===== src/rtl/srtm_pkg.sv =====
// shared types and constants of the spi register transaction master
// no dependencies; used by the channel interfaces and the top level
package srtm_pkg;

    // configuration port
    localparam int CFG_IDX_W  = 1;
    localparam int CFG_DATA_W = 8;

    localparam logic [CFG_IDX_W-1:0] CFG_SINGLE_READ_FLAG = 1'd0;
    localparam logic [CFG_IDX_W-1:0] CFG_BURST_READ_FLAG  = 1'd1;

    localparam logic [7:0] SINGLE_READ_FLAG_RST = 8'h80;
    localparam logic [7:0] BURST_READ_FLAG_RST  = 8'hC0;

    // command codes
    localparam logic [1:0] OP_TICK  = 2'd0;
    localparam logic [1:0] OP_WRITE = 2'd1;
    localparam logic [1:0] OP_READ  = 2'd2;

    // filler byte shifted out during a read
    localparam logic [7:0] READ_FILL_BYTE = 8'h00;
    localparam logic [2:0] LAST_BIT_IDX   = 3'd7;

    // bus phase, one-hot
    typedef enum logic [2:0] {
        PH_IDLE  = 3'b001,
        PH_SHIFT = 3'b010,
        PH_CLOSE = 3'b100
    } t_phase;

    // one tick with an optional command
    typedef struct packed {
        logic [1:0] operation;
        logic       target;
        logic [7:0] reg_address;
        logic [7:0] write_data;
        logic [7:0] byte_count;
        logic       miso_level;
    } t_cmd;

    // pin levels and read data after one tick
    typedef struct packed {
        logic       sck_level;
        logic       mosi_level;
        logic       select_first_n;
        logic       select_second_n;
        logic       read_valid;
        logic [7:0] read_byte;
        logic       last_byte;
        logic       busy_res;
    } t_rsp;

endpackage


===== src/rtl/srtm_cmd_if.sv =====
// valid/ready channel carrying tick and command transfers
// depends on srtm_pkg
interface srtm_cmd_if;
    import srtm_pkg::*;

    logic valid;
    logic ready;
    t_cmd payload;

    modport source (output valid, output payload, input ready);
    modport sink (input valid, input payload, output ready);
endinterface


===== src/rtl/srtm_rsp_if.sv =====
// valid/ready channel carrying pin level and read data transfers
// depends on srtm_pkg
interface srtm_rsp_if;
    import srtm_pkg::*;

    logic valid;
    logic ready;
    t_rsp payload;

    modport source (output valid, output payload, input ready);
    modport sink (input valid, input payload, output ready);
endinterface


===== src/rtl/spi_register_transaction_master_unit.sv =====
// spi mode-3 register transaction master for two slaves, msb first
// depends on srtm_pkg, srtm_cmd_if and srtm_rsp_if
//
// latency: each accepted tick's result is registered in the output register
// throughput: one tick per cycle while the result side takes every transfer;
//   the output register is the only stage, refilled in the cycle it drains
// reset: synchronous active low; bus idle, clock and selects high, mosi low,
//   read flags 0x80 and 0xC0, output register empty
module spi_register_transaction_master_unit (
    input  logic                               i_clk,
    input  logic                               i_rst_n,
    srtm_cmd_if.sink                           i_cmd,
    srtm_rsp_if.source                         o_rsp,
    input  logic                               i_cfg_we,
    input  logic [srtm_pkg::CFG_IDX_W-1:0]     i_cfg_idx,
    input  logic [srtm_pkg::CFG_DATA_W-1:0]    i_cfg_data
);
    import srtm_pkg::*;

    // configuration registers
    logic [7:0] r_single_flag;
    logic [7:0] r_burst_flag;

    // bus state
    t_phase     r_phase,    n_phase;
    logic       r_target,   n_target;
    logic       r_is_read,  n_is_read;
    logic       r_send_adr, n_send_adr;
    logic [7:0] r_out_sh,   n_out_sh;
    logic [7:0] r_in_sh,    n_in_sh;
    logic [7:0] r_wr_byte,  n_wr_byte;
    logic [2:0] r_bit_idx,  n_bit_idx;
    logic       r_half,     n_half;
    logic [7:0] r_left,     n_left;
    logic       r_sck,      n_sck;
    logic       r_mosi,     n_mosi;
    logic       r_sel0,     n_sel0;
    logic       r_sel1,     n_sel1;

    // output register
    logic       r_rsp_vld;
    t_rsp       r_rsp;
    t_rsp       n_rsp;

    logic       accept;
    logic       emit_valid;
    logic       emit_last;
    logic [7:0] emit_byte;
    logic [7:0] sh_in;
    logic [7:0] left_dec;

    assign i_cmd.ready = !r_rsp_vld || o_rsp.ready;
    assign accept      = i_cmd.valid && i_cmd.ready;

    assign sh_in    = {r_in_sh[6:0], i_cmd.payload.miso_level};
    assign left_dec = (r_left != 8'd0) ? (r_left - 8'd1) : r_left;

    // next bus state for one tick
    always_comb begin
        n_phase    = r_phase;
        n_target   = r_target;
        n_is_read  = r_is_read;
        n_send_adr = r_send_adr;
        n_out_sh   = r_out_sh;
        n_in_sh    = r_in_sh;
        n_wr_byte  = r_wr_byte;
        n_bit_idx  = r_bit_idx;
        n_half     = r_half;
        n_left     = r_left;
        n_sck      = r_sck;
        n_mosi     = r_mosi;
        n_sel0     = r_sel0;
        n_sel1     = r_sel1;
        emit_valid = 1'b0;
        emit_last  = 1'b0;
        emit_byte  = 8'd0;
        case (r_phase)
            PH_SHIFT: begin
                if (!r_half) begin
                    // falling edge, drive mosi
                    n_sck  = 1'b0;
                    n_mosi = r_out_sh[7];
                    n_half = 1'b1;
                end else begin
                    // rising edge, sample miso
                    n_sck    = 1'b1;
                    n_in_sh  = sh_in;
                    n_out_sh = {r_out_sh[6:0], 1'b0};
                    n_half   = 1'b0;
                    if (r_bit_idx == LAST_BIT_IDX) begin
                        n_bit_idx = 3'd0;
                        // byte boundary
                        if (r_send_adr) begin
                            n_send_adr = 1'b0;
                            if (!r_is_read) begin
                                n_out_sh = r_wr_byte;
                            end else if (r_left == 8'd0) begin
                                n_phase = PH_CLOSE;
                            end else begin
                                n_out_sh = READ_FILL_BYTE;
                            end
                        end else if (r_is_read) begin
                            emit_valid = 1'b1;
                            emit_byte  = sh_in;
                            n_left     = left_dec;
                            if (left_dec == 8'd0) begin
                                emit_last = 1'b1;
                                n_phase   = PH_CLOSE;
                            end else begin
                                n_out_sh = READ_FILL_BYTE;
                            end
                        end else begin
                            n_phase = PH_CLOSE;
                        end
                    end else begin
                        n_bit_idx = r_bit_idx + 3'd1;
                    end
                end
            end
            PH_CLOSE: begin
                n_sel0  = 1'b1;
                n_sel1  = 1'b1;
                n_phase = PH_IDLE;
            end
            default: begin
                // idle, and any unused phase code
                n_phase = PH_IDLE;
                if (i_cmd.payload.operation == OP_WRITE ||
                    i_cmd.payload.operation == OP_READ) begin
                    n_target   = i_cmd.payload.target;
                    n_is_read  = (i_cmd.payload.operation == OP_READ);
                    n_send_adr = 1'b1;
                    n_wr_byte  = i_cmd.payload.write_data;
                    if (i_cmd.payload.operation == OP_READ) begin
                        n_out_sh = i_cmd.payload.reg_address |
                                   ((i_cmd.payload.byte_count > 8'd1) ?
                                    r_burst_flag : r_single_flag);
                        n_left   = i_cmd.payload.byte_count;
                    end else begin
                        n_out_sh = i_cmd.payload.reg_address;
                        n_left   = 8'd0;
                    end
                    n_bit_idx = 3'd0;
                    n_half    = 1'b0;
                    n_phase   = PH_SHIFT;
                    n_sck     = 1'b1;
                    n_sel0    = i_cmd.payload.target;
                    n_sel1    = !i_cmd.payload.target;
                end
            end
        endcase
    end

    // result of the tick
    always_comb begin
        n_rsp.sck_level       = n_sck;
        n_rsp.mosi_level      = n_mosi;
        n_rsp.select_first_n  = n_sel0;
        n_rsp.select_second_n = n_sel1;
        n_rsp.read_valid      = emit_valid;
        n_rsp.read_byte       = emit_byte;
        n_rsp.last_byte       = emit_last;
        n_rsp.busy_res        = (n_phase != PH_IDLE);
    end

    // configuration writes
    always_ff @(posedge i_clk) begin
        if (!i_rst_n) begin
            r_single_flag <= SINGLE_READ_FLAG_RST;
            r_burst_flag  <= BURST_READ_FLAG_RST;
        end else if (i_cfg_we) begin
            case (i_cfg_idx)
                CFG_SINGLE_READ_FLAG: r_single_flag <= i_cfg_data;
                CFG_BURST_READ_FLAG:  r_burst_flag  <= i_cfg_data;
                default: ;
            endcase
        end
    end

    // bus state advances once per accepted tick
    always_ff @(posedge i_clk) begin
        if (!i_rst_n) begin
            r_phase    <= PH_IDLE;
            r_target   <= 1'b0;
            r_is_read  <= 1'b0;
            r_send_adr <= 1'b0;
            r_out_sh   <= 8'd0;
            r_in_sh    <= 8'd0;
            r_wr_byte  <= 8'd0;
            r_bit_idx  <= 3'd0;
            r_half     <= 1'b0;
            r_left     <= 8'd0;
            r_sck      <= 1'b1;
            r_mosi     <= 1'b0;
            r_sel0     <= 1'b1;
            r_sel1     <= 1'b1;
        end else if (accept) begin
            r_phase    <= n_phase;
            r_target   <= n_target;
            r_is_read  <= n_is_read;
            r_send_adr <= n_send_adr;
            r_out_sh   <= n_out_sh;
            r_in_sh    <= n_in_sh;
            r_wr_byte  <= n_wr_byte;
            r_bit_idx  <= n_bit_idx;
            r_half     <= n_half;
            r_left     <= n_left;
            r_sck      <= n_sck;
            r_mosi     <= n_mosi;
            r_sel0     <= n_sel0;
            r_sel1     <= n_sel1;
        end
    end

    // output register valid
    always_ff @(posedge i_clk) begin
        if (!i_rst_n) begin
            r_rsp_vld <= 1'b0;
        end else if (accept) begin
            r_rsp_vld <= 1'b1;
        end else if (o_rsp.ready) begin
            r_rsp_vld <= 1'b0;
        end
    end

    // output register payload
    always_ff @(posedge i_clk) begin
        if (accept) begin
            r_rsp <= n_rsp;
        end
    end

    assign o_rsp.valid   = r_rsp_vld;
    assign o_rsp.payload = r_rsp;

endmodule

===== src/flat_wrapper.sv =====
// flat-port wrapper written by rule: the top's interface ports become plain ports
module spi_register_transaction_master_unit_flat import srtm_pkg::*;
  (i_clk, i_rst_n, i_cfg_we, i_cfg_idx, i_cfg_data, i_cmd_valid, i_cmd_payload, i_cmd_ready, o_rsp_valid, o_rsp_payload, o_rsp_ready);
  srtm_cmd_if i_cmd_i ();
  srtm_rsp_if o_rsp_i ();
  input  logic i_clk;
  input  logic i_rst_n;
  input  logic i_cfg_we;
  input  logic [srtm_pkg::CFG_IDX_W-1:0] i_cfg_idx;
  input  logic [srtm_pkg::CFG_DATA_W-1:0] i_cfg_data;
  input wire logic [$bits(i_cmd_i.valid)-1:0] i_cmd_valid;
  input wire logic [$bits(i_cmd_i.payload)-1:0] i_cmd_payload;
  output wire logic [$bits(i_cmd_i.ready)-1:0] i_cmd_ready;
  output wire logic [$bits(o_rsp_i.valid)-1:0] o_rsp_valid;
  output wire logic [$bits(o_rsp_i.payload)-1:0] o_rsp_payload;
  input wire logic [$bits(o_rsp_i.ready)-1:0] o_rsp_ready;
  assign i_cmd_i.valid = i_cmd_valid;
  assign i_cmd_i.payload = i_cmd_payload;
  assign i_cmd_ready = i_cmd_i.ready;
  assign o_rsp_valid = o_rsp_i.valid;
  assign o_rsp_payload = o_rsp_i.payload;
  assign o_rsp_i.ready = o_rsp_ready;
  spi_register_transaction_master_unit u_core (.i_clk(i_clk), .i_rst_n(i_rst_n), .i_cmd(i_cmd_i), .o_rsp(o_rsp_i), .i_cfg_we(i_cfg_we), .i_cfg_idx(i_cfg_idx), .i_cfg_data(i_cfg_data));
endmodule

===== config.mk =====
export PLATFORM = sky130hd
export DESIGN_NAME = spi_register_transaction_master_unit_flat
export DESIGN_NICKNAME = d
export VERILOG_FILES = /design/src/rtl/srtm_pkg.sv /design/src/rtl/srtm_cmd_if.sv /design/src/rtl/srtm_rsp_if.sv /design/src/rtl/spi_register_transaction_master_unit.sv /design/src/flat_wrapper.sv
export SDC_FILE = /design/constraint.sdc
export NUM_CORES = 1
export LEC_CHECK = 0
export ABC_CLOCK_PERIOD_IN_PS = 6250
export BUFFER_PORTS_ARGS = -buffer_cell sky130_fd_sc_hd__buf_2
export CAP_MARGIN = 20
export CORE_MARGIN = 5
export CORE_UTILIZATION = 30
export CTS_CLUSTER_SIZE = 14
export DETAILED_ROUTE_END_ITERATION = 12
export SYNTH_ARGS = -nofsm -noshare
export SYNTH_HDL_FRONTEND = slang
export SYNTH_SLANG_ARGS = --single-unit
export TNS_END_PERCENT = 20

===== constraint.sdc =====
create_clock -name i_clk -period 6.25 [get_ports i_clk]
set_input_delay 0.9375 -clock i_clk [delete_from_list [all_inputs] [get_ports i_clk]]
set_output_delay 0.9375 -clock i_clk [all_outputs]
set_load 0.005 [all_outputs]

**After elaboration in Yosys (flattened, before gate mapping)**

Index checks and enable logic that the tools add are counted.

- Add/subtract/negate cells: 2
- Magnitude comparators: 1
- Equality and inequality tests: 10
- Mux-type cells: 52
- Bitwise gates (word level): 8
- Reduce and logical (&&, ||, !) cells: 21

Operator list:

| operator | number |
|---|---|
| $mux W8 | 17 |
| $pmux W8 S2 | 2 |
| $mux W3 | 10 |
| $logic_not A8 Y1 | 2 |
| $mux W1 | 15 |
| $pmux W3 S2 | 2 |
| $pmux W1 S2 | 5 |
| $reduce_and A3 Y1 | 3 |
| $gt A8 B1 Y1 const B | 1 |
| $or A8 B8 Y8 | 1 |
| $reduce_bool A8 Y1 | 1 |
| $sub A8 B1 Y8 const B | 1 |
| $not A1 Y1 | 7 |
| $reduce_and A7 Y1 | 1 |
| $eq A3 B3 Y1 const B | 2 |
| $ne A2 B1 Y1 const B | 3 |
| $reduce_and A5 Y1 | 1 |
| $reduce_or A5 Y1 | 1 |
| $reduce_and A2 Y1 | 2 |
| $reduce_and A4 Y1 | 1 |
| $reduce_bool A2 Y1 | 2 |
| $reduce_or A4 Y1 | 1 |
| $add A3 B1 Y3 const B | 1 |
| $eq A3 B2 Y1 const B | 1 |
| other kinds (9) | 11 |

- Flip-flop bits (word level): 76
- Bits of input ports: 42
- Output and inout port bits: 17

**Logic depth before layout (Yosys ltp)**

Gate-level depths: netlist (run 1).

- Depth after elaboration: 10
- Mapped depth: 9
- Depth with buffers taken out: 7

**Least setup slack after synthesis (run 1)**

No wires, ideal clock.

- Path type: input to register
- From: input port i_cmd_payload[26]
- To: register u_core.r_out_sh[2]
- Setup time: 0.131 ns
- Arrival time: 2.614 ns
- Data required time: 6.119 ns
- Setup slack: 3.505 ns
- Stages: 9
- Buffers on the path: 2
- Cells stage by stage: inv_1 -> ha_1 -> clkbuf_1 -> o21bai_1 -> a22o_1 -> or3_1 -> clkbuf_1 -> o311ai_0 -> a21oi_1

- Longest elaborated chain between the ends: 4
- Elaborated cells between the ends (all ways): 8

RTL lines:

| what | line | text |
|---|---|---|
| from (decl) | flat_wrapper.sv:12 | `input wire logic [$bits(i_cmd_i.payload)-1:0] i_cmd_payload;` |
| $eq A2 B2 Y1 or $eq A2 B1 Y1 (tied branches) | spi_register_transaction_master_unit.sv:129, spi_register_transaction_master_unit.sv:134, spi_register_transaction_master_unit.sv:128 |  |
| $mux W8 or $logic_or A1 B1 Y1 (tied branches) | spi_register_transaction_master_unit.sv:134, spi_register_transaction_master_unit.sv:128 |  |
| $mux W8 or $reduce_bool A2 Y1 (tied branches) | - |  |
| $pmux W8 S2 or $reduce_and A4 Y1 (tied branches) | - |  |
| to (signal assigned) | spi_register_transaction_master_unit.sv:202 | `r_out_sh <= n_out_sh;` |
| to (decl) | spi_register_transaction_master_unit.sv:29 | `logic [7:0] r_out_sh, n_out_sh;` |

Several ways; a longest one is shown, not always the timed one. The select of a mux whose other input is x is not followed.
A chain may end at the register's enable or synchronous reset.

**Worst setup path after layout (run 1)**

- From: input port o_rsp_ready
- To: register u_core.r_in_sh[5]

- Longest elaborated chain between the ends: 3

RTL lines:

| what | line | text |
|---|---|---|
| from (decl) | flat_wrapper.sv:16 | `input wire logic [$bits(o_rsp_i.ready)-1:0] o_rsp_ready;` |
| $logic_or A1 B1 Y1 | spi_register_transaction_master_unit.sv:52 | `assign i_cmd.ready = !r_rsp_vld \|\| o_rsp.ready;` |
| $logic_and A1 B1 Y1 | spi_register_transaction_master_unit.sv:53 | `assign accept = i_cmd.valid && i_cmd.ready;` |
| named net u_core.accept | spi_register_transaction_master_unit.sv:45 | `logic accept;` |
| $reduce_and A3 Y1 (no line) | - |  |
| to (signal assigned) | spi_register_transaction_master_unit.sv:203 | `r_in_sh <= n_in_sh;` |
| to (decl) | spi_register_transaction_master_unit.sv:30 | `logic [7:0] r_in_sh, n_in_sh;` |

The timed path passes the listed nets, and every way through them passes these cells.

==> summary.md, run 1 <==
| Metric | Value |
|---|---|
| Post-synthesis mux area share | `4.719%` |
| Yosys top cell area share | `31.12%` |
| Simple-gate portion of the synthesized area | `23.95%` |
| Worst-path clk slew | `0.06 ns` |
| Min-delay src | `u_core.r_mosi` |
| Vias per inst | `5.183` |
| Initial antenna violation count | `0` |
| PostCTS Resize Cnt | `0` |
| Worst Hold Path EP | `u_core.r_mosi` |
| Synth Area in Compound Gates | `21.43%` |
| Gate count after technology mapping | `463` |
| Yosys warns | `0` |
| Switching Share | `30.04%` |
| DR iter-0 viols | `205` |
| Worst skew pair latency | `0.34 ns` |
| Core outline area | `12,720 um2` |
| Final hold slack | `0.4523 ns` |
| WP data required | `6.46 ns` |
| Internal | `0.8855 mW` |
| Flop pwr share | `43.7%` |
| First-pass GRT wire length | `17.48 mm` |
| FF+latch count, synth | `76` |
| Async SR Flop Fraction | `0%` |
| RR Endpoint | `u_core.r_in_sh[5]` |
| Status | `finished, final reports clean` |
| Die width | `124.4 um` |
| Syn nets | `509` |
| GRT Resource Usage Total | `13.51%` |
| Gr ovfl total | `0` |
| Mean post-synth cell area | `8.475 um2` |
| Remaining DRCs | `0` |
| Share of cells above drive strength 1 | `18.63%` |
| Synth area leaders | `dfxtp_1 (31%), edfxtp_1 (11%), nand2_1 (5.8%)` |
| Hold Buf Count CTS | `0` |
| RSZ-0062 raised after global routing | `no` |
| Final worst setup slack | `2.798 ns` |
| Die area | `15,470 um2` |
| Worst-case clock buffer depth | `2` |
| Post-synth top flop | `dfxtp_1` |
| RePlAce Congestion | `0.8241` |
| Via count | `3,535` |
| Reg2Reg Depth | `6` |
| Max Fclk | `289.7 MHz` |
| Die Y | `124.4 um` |
| Final setup viols | `0` |
| Rows | `41` |
| Psw | `0.3801 mW` |
| Seq/Total Area, Yosys | `42.60%` |
| CTS buffer count | `9` |
| CP Capture Type | `flop` |
| WHS Path Cells | `2` |
| Total power | `1.266 mW` |
| Main combinational cell family by area after synthesis | `simple AND/OR/NAND/NOR gates` |
| Layout Nets | `551` |
| PD cells | `274.5 nW/um2` |
| CTS tree | `yes` |
| Type of the worst setup path | `input port to flop` |
| IO Pins | `59` |
| Clk_skew | `0.009098 ns` |
| Drt total wl | `10.53 mm` |
| Largest net degree at the start of global routing | `33` |
| Vias in the first global route | `3,403` |
| Crit path time final | `3.452 ns` |
| EDFF count, synth | `15` |
| Initial core utilization | `30.84%` |
| Dominant cell type by area after synthesis | `dfxtp_1` |
| Worst-Margin Slew | `0.9192 ns` |
| Fillers | `1,375` |
| Clock network power share | `39.6%` |
| Post-Syn Area | `3924 um2` |
| CP Launch Type | `input port` |
| Design area | `4611 um2` |
| Post-Synth XOR/XNOR Area | `0.6696%` |
| I/O Buffers | `58` |
| CTS Sinks | `76` |
| Per-cell routed wire length | `15.45 um` |
| Worst R2R Start | `u_core.o_rsp.valid` |
| MaxCap Viol Count | `0` |
| Final period utilization | `55.23%` |
| Layout area overhead | `17.51%` |
| Comb power frac | `16.7%` |
| Antenna diode count | `0` |
| Setup Buffers After CTS | `0` |
| Worst hold path class | `flop to flop` |
| Place WS | `2.421 ns` |
| Setup TNS Final | `0 ns` |
| Synth unique cells | `58` |
| Reg2reg setup slack | `3.24 ns` |
| Hold Violations, Final | `0` |
| Root buffer cell | `clkbuf_16` |
| Pre-antenna DRT Iters | `7` |
| H-tree lvl count | `3` |
| Pleak | `1.772 nW` |
| CP arrival | `3.66 ns` |
| Worst-path fanout max | `22` |
| Synth Area in Adders | `1.276%` |
| ANT nets after route | `0` |
| Pins Over Slew Limit | `0` |
| Placed Area | `4325 um2` |
| Post-DP HPWL | `7.361 mm` |
| Slew Limit Headroom | `38.25%` |
| Peak supply drop | `0.1007 mV` |
-- area by class of cell --
cell class              count  area (um2)  area share [%]
clock buffers               9       225.2           4.885
clock inverters             7       60.06           1.303
inverters                  19       71.32           1.547
multi-input cells         336        2042           44.29
flip-flops and latches     76        1672           36.26
well taps                 172       215.2           4.668
repair buffers             63       325.3           7.056
-- how the worst max path moves through the flow --
stage                     slack, ns                  to  cells after the start               from
after floorplan                3.50  u_core.r_out_sh[2]                      9  i_cmd_payload[26]
after global placement         2.48   u_core.r_in_sh[1]                      7        o_rsp_ready
after detailed placement       2.42   u_core.r_in_sh[6]                      7        o_rsp_ready
after CTS                      2.78   u_core.r_in_sh[4]                      7        o_rsp_ready
after global routing           2.49   u_core.r_in_sh[1]                      7        o_rsp_ready
final                          2.80   u_core.r_in_sh[5]                      7        o_rsp_ready
-- cell usage after synthesis (all sizes together) (3+ instances only) --
master	n
a211oi	11
nand2b	12
nor2b	3
o31ai	8
nor2	31
a311oi	4
or3	6
dfxtp	61
clkbuf	23
buf	9
a31oi	7
nand2	62
o311ai	9
edfxtp	15
a211o	3
a31o	3
a21boi	8
and2	10
nand4	3
inv	17
o211ai	3
ha	4
a21oi	34
o21ai	26
nand4b	7
o22ai	3
nand3	33
nor3	7
mux2i	17
-- cell usage in the layout, fill, tap and decap left out, types with 10 or more instances in the layout --
cell type,instances
nand2_1,61
dfxtp_1,61
buf_2,59
a21oi_1,34
nand3_1,33
nor2_1,31
o21ai_0,26
inv_1,17
mux2i_1,16
edfxtp_1,15
nand2b_1,12
and2_1,10
-- state kept, by name, indices dropped and copies added, names as in the netlist, 3 cells and up --
signal                cells
u_core.o_rsp.payload     15
u_core.r_bit_idx          3
u_core.r_burst_flag       8
u_core.r_in_sh            7
u_core.r_left             8
u_core.r_out_sh           8
u_core.r_phase            3
u_core.r_single_flag      8
u_core.r_wr_byte          8
-- power by group through the flow --
| stage | combinational, mW | clock [mW] | sequential [mW] |
|---|---|---|---|
| 6_report | 0.212 | 0.501 | 0.553 |
| 4_1_cts | 0.211 | 0.507 | 0.552 |
| 5_1_grt | 0.235 | 0.532 | 0.557 |
| 3_3_place_gp | 0.208 | 0 | 0.562 |
| 3_5_place_dp | 0.209 | 0 | 0.563 |
| 2_1_floorplan | 0.155 | 0 | 0.554 |
-- cells by family (layout without fill, tap and decap cells) --
family	count (synthesis)	after routing
buffers and inverters	51	98
AND/OR/NAND/NOR	185	185
multiplexers	18	18
AO/OA/AOI/OAI	126	126
XOR/XNOR	3	3
adder cells (fa/ha/maj)	4	4
flip-flops	76	76
-- through the flow --
step	std cells	utilization, %
global route	682	36.24
finish	682	36.24
detailed placement	666	34.00
CTS	682	36.24
floorplan	463	-
global placement	665	33.96
-- worst max-delay path: stages --
cell and delay (ns):
buf_2 0.09, nand2b_1 0.16, nand2_1 0.50, clkinv_1 0.81
nand3_1 0.84, mux2i_1 0.26, nor2_1 0.05
-- per-layer routing --
layer  vias to the layer above  track usage, %  share of wire, %
li1                       1760               -                 -
met1                      1666           19.72                50
met2                        99           19.94                43
met3                        10           2.830               5.2
met4                         0           4.062               1.6
met5                         -               0                 0
Power figures use the tool's default switching activity.
==> run 2: changes to the inputs <==
- ABC_CLOCK_PERIOD_IN_PS: 6250 -> 2780
- clock period: 6.25 -> 2.78 ns (I/O delays scaled with it)
==> run 2 against run 1 <==
  * Flip-flop and latch count is the same
  * Non-clock buffer count is 13 higher
  * Register-to-register slack worse by 2.8 ns
  * Largest power group is now clock
  * Setup slack worse by 2.3 ns
  * Wire length up 0.44%
  * Combinational power increased by 140%
  * Highest routed layer unchanged
  * Cell count up 1.9%
  * First-iteration DRC count rose by 16%
  * Die area did not move
  * Final area grew 3.1%
  * Clock-buffer cell count is the same
==> summary.md, run 2 (synthesized netlist as in run 1, its figures left out) <==
| Metric | Value |
|---|---|
| Worst hold path class | `input port to flop` |
| Type of the worst setup path | `flop to flop` |
| Placed Area | `4418 um2 (+2.1%)` |
| Post-DP HPWL | `7.529 mm (+2.3%)` |
| Layout area overhead | `21.14%` |
| PostCTS Resize Cnt | `0 (unchanged)` |
| Die Y | `124.4 um (unchanged)` |
| Via count | `3,544 (+0.25%)` |
| Pins Over Slew Limit | `0 (unchanged)` |
| Max Fclk | `435.9 MHz` |
| CP Launch Type | `flop` |
| CP startpoint | `u_core.r_left[0]` |
| Die area | `15,470 um2 (unchanged)` |
| Vias per inst | `5.099 (-1.6%)` |
| Pleak | `1.865 nW (+5.2%)` |
| Clock network power share | `42.9% (+3.3 points)` |
| Clk_skew | `0.005986 ns (-0.003112 ns)` |
| Final period utilization | `82.52%` |
| Worst-case clock buffer depth | `2 (unchanged)` |
| Hold Buf Count CTS | `0 (unchanged)` |
| Pre-antenna DRT Iters | `4 (-3)` |
| Vias in the first global route | `3,445 (+1.2%)` |
| Setup Buffers After CTS | `0 (unchanged)` |
| RePlAce Congestion | `0.8170 (-0.86%)` |
| Final design utilization | `37.36% (+1.1 points)` |
| Layout Nets | `564 (+2.4%)` |
| Setup TNS Final | `0 ns (unchanged)` |
| Drt total wl | `10.58 mm (+0.44%)` |
| Initial core utilization | `30.84% (unchanged)` |
| Worst-path clk slew | `0.06 ns (about the same)` |
| Max incr delay on CP | `0.42 ns (-0.42 ns)` |
| RR Endpoint | `u_core.r_phase[2]` |
| IO Pins | `59 (unchanged)` |
| Initial antenna violation count | `0 (unchanged)` |
| ANT nets after route | `0 (unchanged)` |
| Remaining DRCs | `0 (unchanged)` |
| Core outline area | `12,720 um2 (unchanged)` |
| Largest net degree at the start of global routing | `31 (-6.1%)` |
| Gr ovfl total | `0 (unchanged)` |
| Switching Share | `28.16% (-1.9 points)` |
| Reg2Reg Depth | `7 (+1)` |
| Crit path time final | `2.294 ns` |
| Critical-path top delay cell | `nor4b_4` |
| Worst-Margin Slew | `0.5934 ns (-0.3258 ns)` |
| Worst skew pair latency | `0.35 ns (about the same)` |
| H-tree lvl count | `3 (unchanged)` |
| Antenna diode count | `0 (unchanged)` |
| Worst-path fanout max | `9 (-59%)` |
| Die width | `124.4 um (unchanged)` |
| Status | `finished, final reports clean` |
| Root buffer cell | `clkbuf_16` |
| Hold Violations, Final | `0 (unchanged)` |
| Design area | `4753 um2 (+3.1%)` |
| CP Depth | `7 (unchanged)` |
| Crit-path leading delay family | `simple AND/OR/NAND/NOR gates` |
| CTS Sinks | `76 (unchanged)` |
| WP data required | `3.02 ns (-3.44 ns)` |
| Flop pwr share | `40.7% (-3.0 points)` |
| DR iter-0 viols | `237 (+16%)` |
| CTS buffer count | `9 (unchanged)` |
| GRT Resource Usage Total | `13.71% (+0.20 points)` |
| CP Cell Sequence | `inv_1, ha_1, nor4b_4, nand2_2, mux2i_2, and4_1, o31a_1` |
| Share of cells above drive strength 1 | `20.65% (+2.0 points)` |
| RSZ-0062 raised after global routing | `no` |
| Rows | `41 (unchanged)` |
| Per-cell routed wire length | `15.22 um (-1.4%)` |
| Final setup viols | `0 (unchanged)` |
| Psw | `0.8600 mW (+130%)` |
| Max reg flops | `15 (unchanged)` |
| PD cells | `642.4 nW/um2 (+130%)` |
| Comb power frac | `16.4% (-0.3 points)` |
| MaxCap Viol Count | `0 (unchanged)` |
| Most frequent cells in the layout | `nand2_1 (61), dfxtp_1 (61), buf_2 (59)` |
| Slew Limit Headroom | `60.36% (+22 points)` |
| First-pass GRT wire length | `17.38 mm (-0.59%)` |
| Reg2reg setup slack | `0.49 ns (-2.75 ns)` |
| Total power | `3.054 mW (+140%)` |
| I/O Buffers | `58 (unchanged)` |
| Peak supply drop | `0.3186 mV (+220%)` |
| CP Capture Type | `flop` |
| CP bufs+invs | `1 (-1)` |
| Worst R2R Start | `u_core.r_left[0]` |
| CP arrival | `2.53 ns (-1.13 ns)` |
| Internal | `2.194 mW (+150%)` |
| Critical Path End | `u_core.r_phase[2]` |
| CTS tree | `yes` |
-- run 2: cell count changes in the layout (fill, tap and decap cells not counted), sizes merged --
cell | previous run | this run
bufinv | 0 | 2
clkinvlp | 3 | 1
buf | 63 | 76
inv | 20 | 21
clkinv | 3 | 2
-- run 2: layout make-up --
| class | count | area (um2) |
|---|---|---|
| fill | 1336 | 7969 |
| multi-input combinational | 336 | 2042 |
| sequential | 76 | 1672 |
| timing repair buffer | 76 | 422.9 |
| clock buffer | 9 | 225.2 |
| tap | 172 | 215.2 |
| clock inverter | 7 | 105.1 |
| inverter | 19 | 71.32 |
-- run 2: worst min-delay path by stage --
stage | from | to | depth (start not counted)
2_1_floorplan | u_core.r_sel0 | u_core.r_sel0 | 1
3_3_place_gp | u_core.r_sel0 | u_core.r_sel0 | 1
3_5_place_dp | u_core.r_burst_flag[1] | u_core.r_burst_flag[1] | 2
4_1_cts | i_cmd_payload[12] | u_core.r_wr_byte[3] | 3
5_1_grt | i_cmd_payload[12] | u_core.r_wr_byte[3] | 3
6_report | i_cmd_payload[12] | u_core.r_wr_byte[3] | 3
-- run 2: stage by stage --
| step | instances | setup slack (ns) | hold slack [ns] |
|---|---|---|---|
| 3_5_place_dp | 678 | 0.2929 | 0.4451 |
| 6_report | 695 | 0.4860 | 0.3092 |
| 4_1_cts | 694 | 0.4836 | 0.3047 |
| 3_3_place_gp | 678 | 0.3907 | 0.4397 |
| 2_1_floorplan | 463 | 0.5552 | 0.4288 |
| 5_1_grt | 695 | 0.3251 | 0.3019 |
-- run 2: power groups by stage --
stage          logic [mW]  registers (mW)  clock network, mW
2_1_floorplan       0.347            1.25                  0
3_3_place_gp        0.485            1.26                  0
3_5_place_dp        0.498            1.27                  0
4_1_cts             0.499            1.24               1.33
5_1_grt             0.553            1.25               1.40
6_report            0.501            1.24               1.31
-- run 2: worst min-delay path, stage by stage --
cell and delay [ns]:
buf_2 0.08, mux2i_1 0.05, nor2_1 0.07
-- run 2: routing by layer --
layer	vias to the layer above	wire length (um)	part of all wire [%]	track usage [%]
met5	-	0	0	0
met3	9	548	5.2	3.988
met4	0	115	1.1	3.288
li1	1790	-	-	-
met2	101	4711	45	21.44
met1	1644	5205	49	18.64
==> run 3: changes to the inputs <==
- ABC_CLOCK_PERIOD_IN_PS: 2780 -> 2300
- clock period: 2.78 -> 2.3 ns (I/O delays scaled with it)
==> run 3 against run 2 <==
  * Final area is 0.84% higher
  * Worst hold slack lost 0.070 ns
  * Flip-flop and latch count is the same
  * Clock power up 8%
  * Clock skew up 0.0050 ns
  * Cell count is 1.4% higher
  * Combinational power increased by 27%
  * Critical path depth is 1 higher
  * Critical endpoint is now u_core.r_out_sh[4]
==> summary.md, run 3 (synthesized netlist as in run 1, its figures left out) <==
| Metric | Value |
|---|---|
| Vias per inst | `5.085 (-0.28%)` |
| CTS Sinks | `76 (unchanged)` |
| CP arrival | `2.34 ns (-0.19 ns)` |
| CTS buffer count | `9 (unchanged)` |
| Worst-case clock buffer depth | `2 (unchanged)` |
| Post-DP HPWL | `7.693 mm (+2.2%)` |
| Die width | `124.4 um (unchanged)` |
| Core outline area | `12,720 um2 (unchanged)` |
| Flop pwr share | `42.2% (+1.5 points)` |
| CP Capture Type | `flop` |
| Remaining DRCs | `0 (unchanged)` |
| Hold Violations, Final | `0 (unchanged)` |
| Per-cell routed wire length | `15.33 um (+0.71%)` |
| Final setup viols | `0 (unchanged)` |
| Crit path time final | `2.075 ns (-0.2194 ns)` |
| Share of cells above drive strength 1 | `21.95% (+1.3 points)` |
| Status | `finished, final reports clean` |
| Max Fclk | `482.0 MHz (+11%)` |
| GRT Resource Usage Total | `13.64% (-0.070 points)` |
| CTS tree | `yes` |
| Die area | `15,470 um2 (unchanged)` |
| Clk_skew | `0.01094 ns (+0.004957 ns)` |
| I/O Buffers | `58 (unchanged)` |
| Total power | `3.548 mW (+16%)` |
| MaxCap Viol Count | `0 (unchanged)` |
| Via count | `3,585 (+1.2%)` |
| Hold Buf Count CTS | `0 (unchanged)` |
| Initial antenna violation count | `0 (unchanged)` |
| Type of the worst setup path | `flop to flop` |
| Die Y | `124.4 um (unchanged)` |
| First-pass GRT wire length | `17.46 mm (+0.47%)` |
| Root buffer cell | `clkbuf_16` |
| Switching Share | `28.24% (+0.075 points)` |
| Max incr delay on CP | `0.38 ns (-0.04 ns)` |
| CP Launch Type | `flop` |
| Slew Limit Headroom | `59.55% (-0.81 points)` |
| ANT nets after route | `0 (unchanged)` |
| Worst skew pair latency | `0.34 ns (about the same)` |
| Placed instance count | `689 (+1.6%)` |
| Crit-path leading delay family | `simple AND/OR/NAND/NOR gates` |
| Design area | `4793 um2 (+0.84%)` |
| WP data required | `2.57 ns (-0.45 ns)` |
| Critical-path top delay cell | `nor4b_4` |
| PD cells | `740.3 nW/um2 (+15%)` |
| Pins Over Slew Limit | `0 (unchanged)` |
| Pleak | `1.896 nW (+1.7%)` |
| IO Pins | `59 (unchanged)` |
| CP bufs+invs | `2 (+1)` |
| Comb power frac | `17.9% (+1.5 points)` |
| H-tree lvl count | `3 (unchanged)` |
| Max reg flops | `15 (unchanged)` |
| Gr ovfl total | `0 (unchanged)` |
| Clock network power share | `39.9% (-3.0 points)` |
| Setup Buffers After CTS | `0 (unchanged)` |
| Fin cells | `705 (+1.4%)` |
| Final period utilization | `90.20% (+7.7 points)` |
| CP Cell Sequence | `inv_1, ha_1, nor4b_4, buf_4, a31o_2, nand2_1, nand4b_1, a21oi_1` |
| Psw | `1.002 mW (+17%)` |
| Layout Nets | `574 (+1.8%)` |
| Layout area overhead | `22.16%` |
| Largest net degree at the start of global routing | `24 (-23%)` |
| Worst-path fanout max | `8 (-1)` |
| RePlAce Congestion | `0.8502 (+4.1%)` |
| Placed Area | `4501 um2 (+1.9%)` |
| Worst-Margin Slew | `0.6055 ns (+0.01214 ns)` |
| PostCTS Resize Cnt | `0 (unchanged)` |
| RSZ-0062 raised after global routing | `no` |
| Pre-antenna DRT Iters | `4 (unchanged)` |
| Initial core utilization | `30.84% (unchanged)` |
| Peak supply drop | `0.3123 mV (-2.0%)` |
| Most frequent cells in the layout | `nand2_1 (61), dfxtp_1 (61), buf_2 (58)` |
| Drt total wl | `10.81 mm (+2.2%)` |
| Worst hold path class | `input port to flop` |
| Fillers | `1,323 (-0.97%)` |
| Vias in the first global route | `3,532 (+2.5%)` |
| Rows | `41 (unchanged)` |
| DR iter-0 viols | `227 (-4.2%)` |
| Setup TNS Final | `0 ns (unchanged)` |
| Antenna diode count | `0 (unchanged)` |
| Internal | `2.546 mW (+16%)` |
| Worst-path clk slew | `0.06 ns (about the same)` |
[run 3: cell count changes in the layout (fill, tap and decap cells not counted), sizes merged]
cell / before / now
buf: 76 / 86
bufinv: 2 / 1
clkbuf: 9 / 10
clkinv: 2 / 4
clkinvlp: 1 / 2
inv: 21 / 18
[run 3: per-stage QoR]
step / utilization, % / hold WS [ns] / setup WS, ns
2_1_floorplan: - / 0.4288 / 0.1472
3_3_place_gp: 35.38 / 0.4363 / 0.1148
3_5_place_dp: 35.38 / 0.4469 / 0.04022
4_1_cts: 37.68 / 0.2400 / 0.1734
5_1_grt: 37.68 / 0.2539 / 0.04862
6_report: 37.68 / 0.2393 / 0.2254
[run 3: worst min-delay path: cells and delay by family]
| family | cells | cell delay, ns |
|---|---|---|
| simple gates | 2 | 0.12 |
| buf+inv | 1 | 0.08 |
[run 3: layout make-up]
cell class                      instances  area (um2)  share of cell area, %
Timing Repair Buffer                   86       500.5                  10.44
Inverter                               19       71.32                  1.488
Clock buffer                           10       229.0                  4.777
Sequential cell                        76        1672                  34.87
Clock inverter                          6       63.81                  1.331
Tap cell                              172       215.2                  4.490
Multi-Input combinational cell        336        2042                  42.60
[run 3: final timing paths]
path	startpoint	to	slack [ns]	cells after the start
setup reg to reg	u_core.r_left[0]	u_core.r_out_sh[4]	0.23	8
setup / recovery	u_core.r_left[0]	u_core.r_out_sh[4]	0.23	8
hold reg to reg	u_core.r_mosi	u_core.r_mosi	0.46	2
hold / removal	i_cfg_data[6]	u_core.r_burst_flag[6]	0.24	3
[run 3: power by group through the flow]
stage                     Clock [mW]  Sequential (mW)  Combinational, mW
after floorplan                    0             1.51              0.420
after global placement             0             1.52              0.617
after detailed placement           0             1.53              0.630
after CTS                       1.44             1.50              0.635
after global routing            1.50             1.51              0.700
final                           1.42             1.50              0.635
[run 3: metal layers]
layer / GRT usage (%) / part of all wire (%) / vias to the layer above
met5: 0 / 0 / -
met4: 4.642 / 1.9 / 0
met3: 3.045 / 5.3 / 14
met2: 21.47 / 45 / 103
met1: 18.45 / 48 / 1672
li1: - / - / 1796
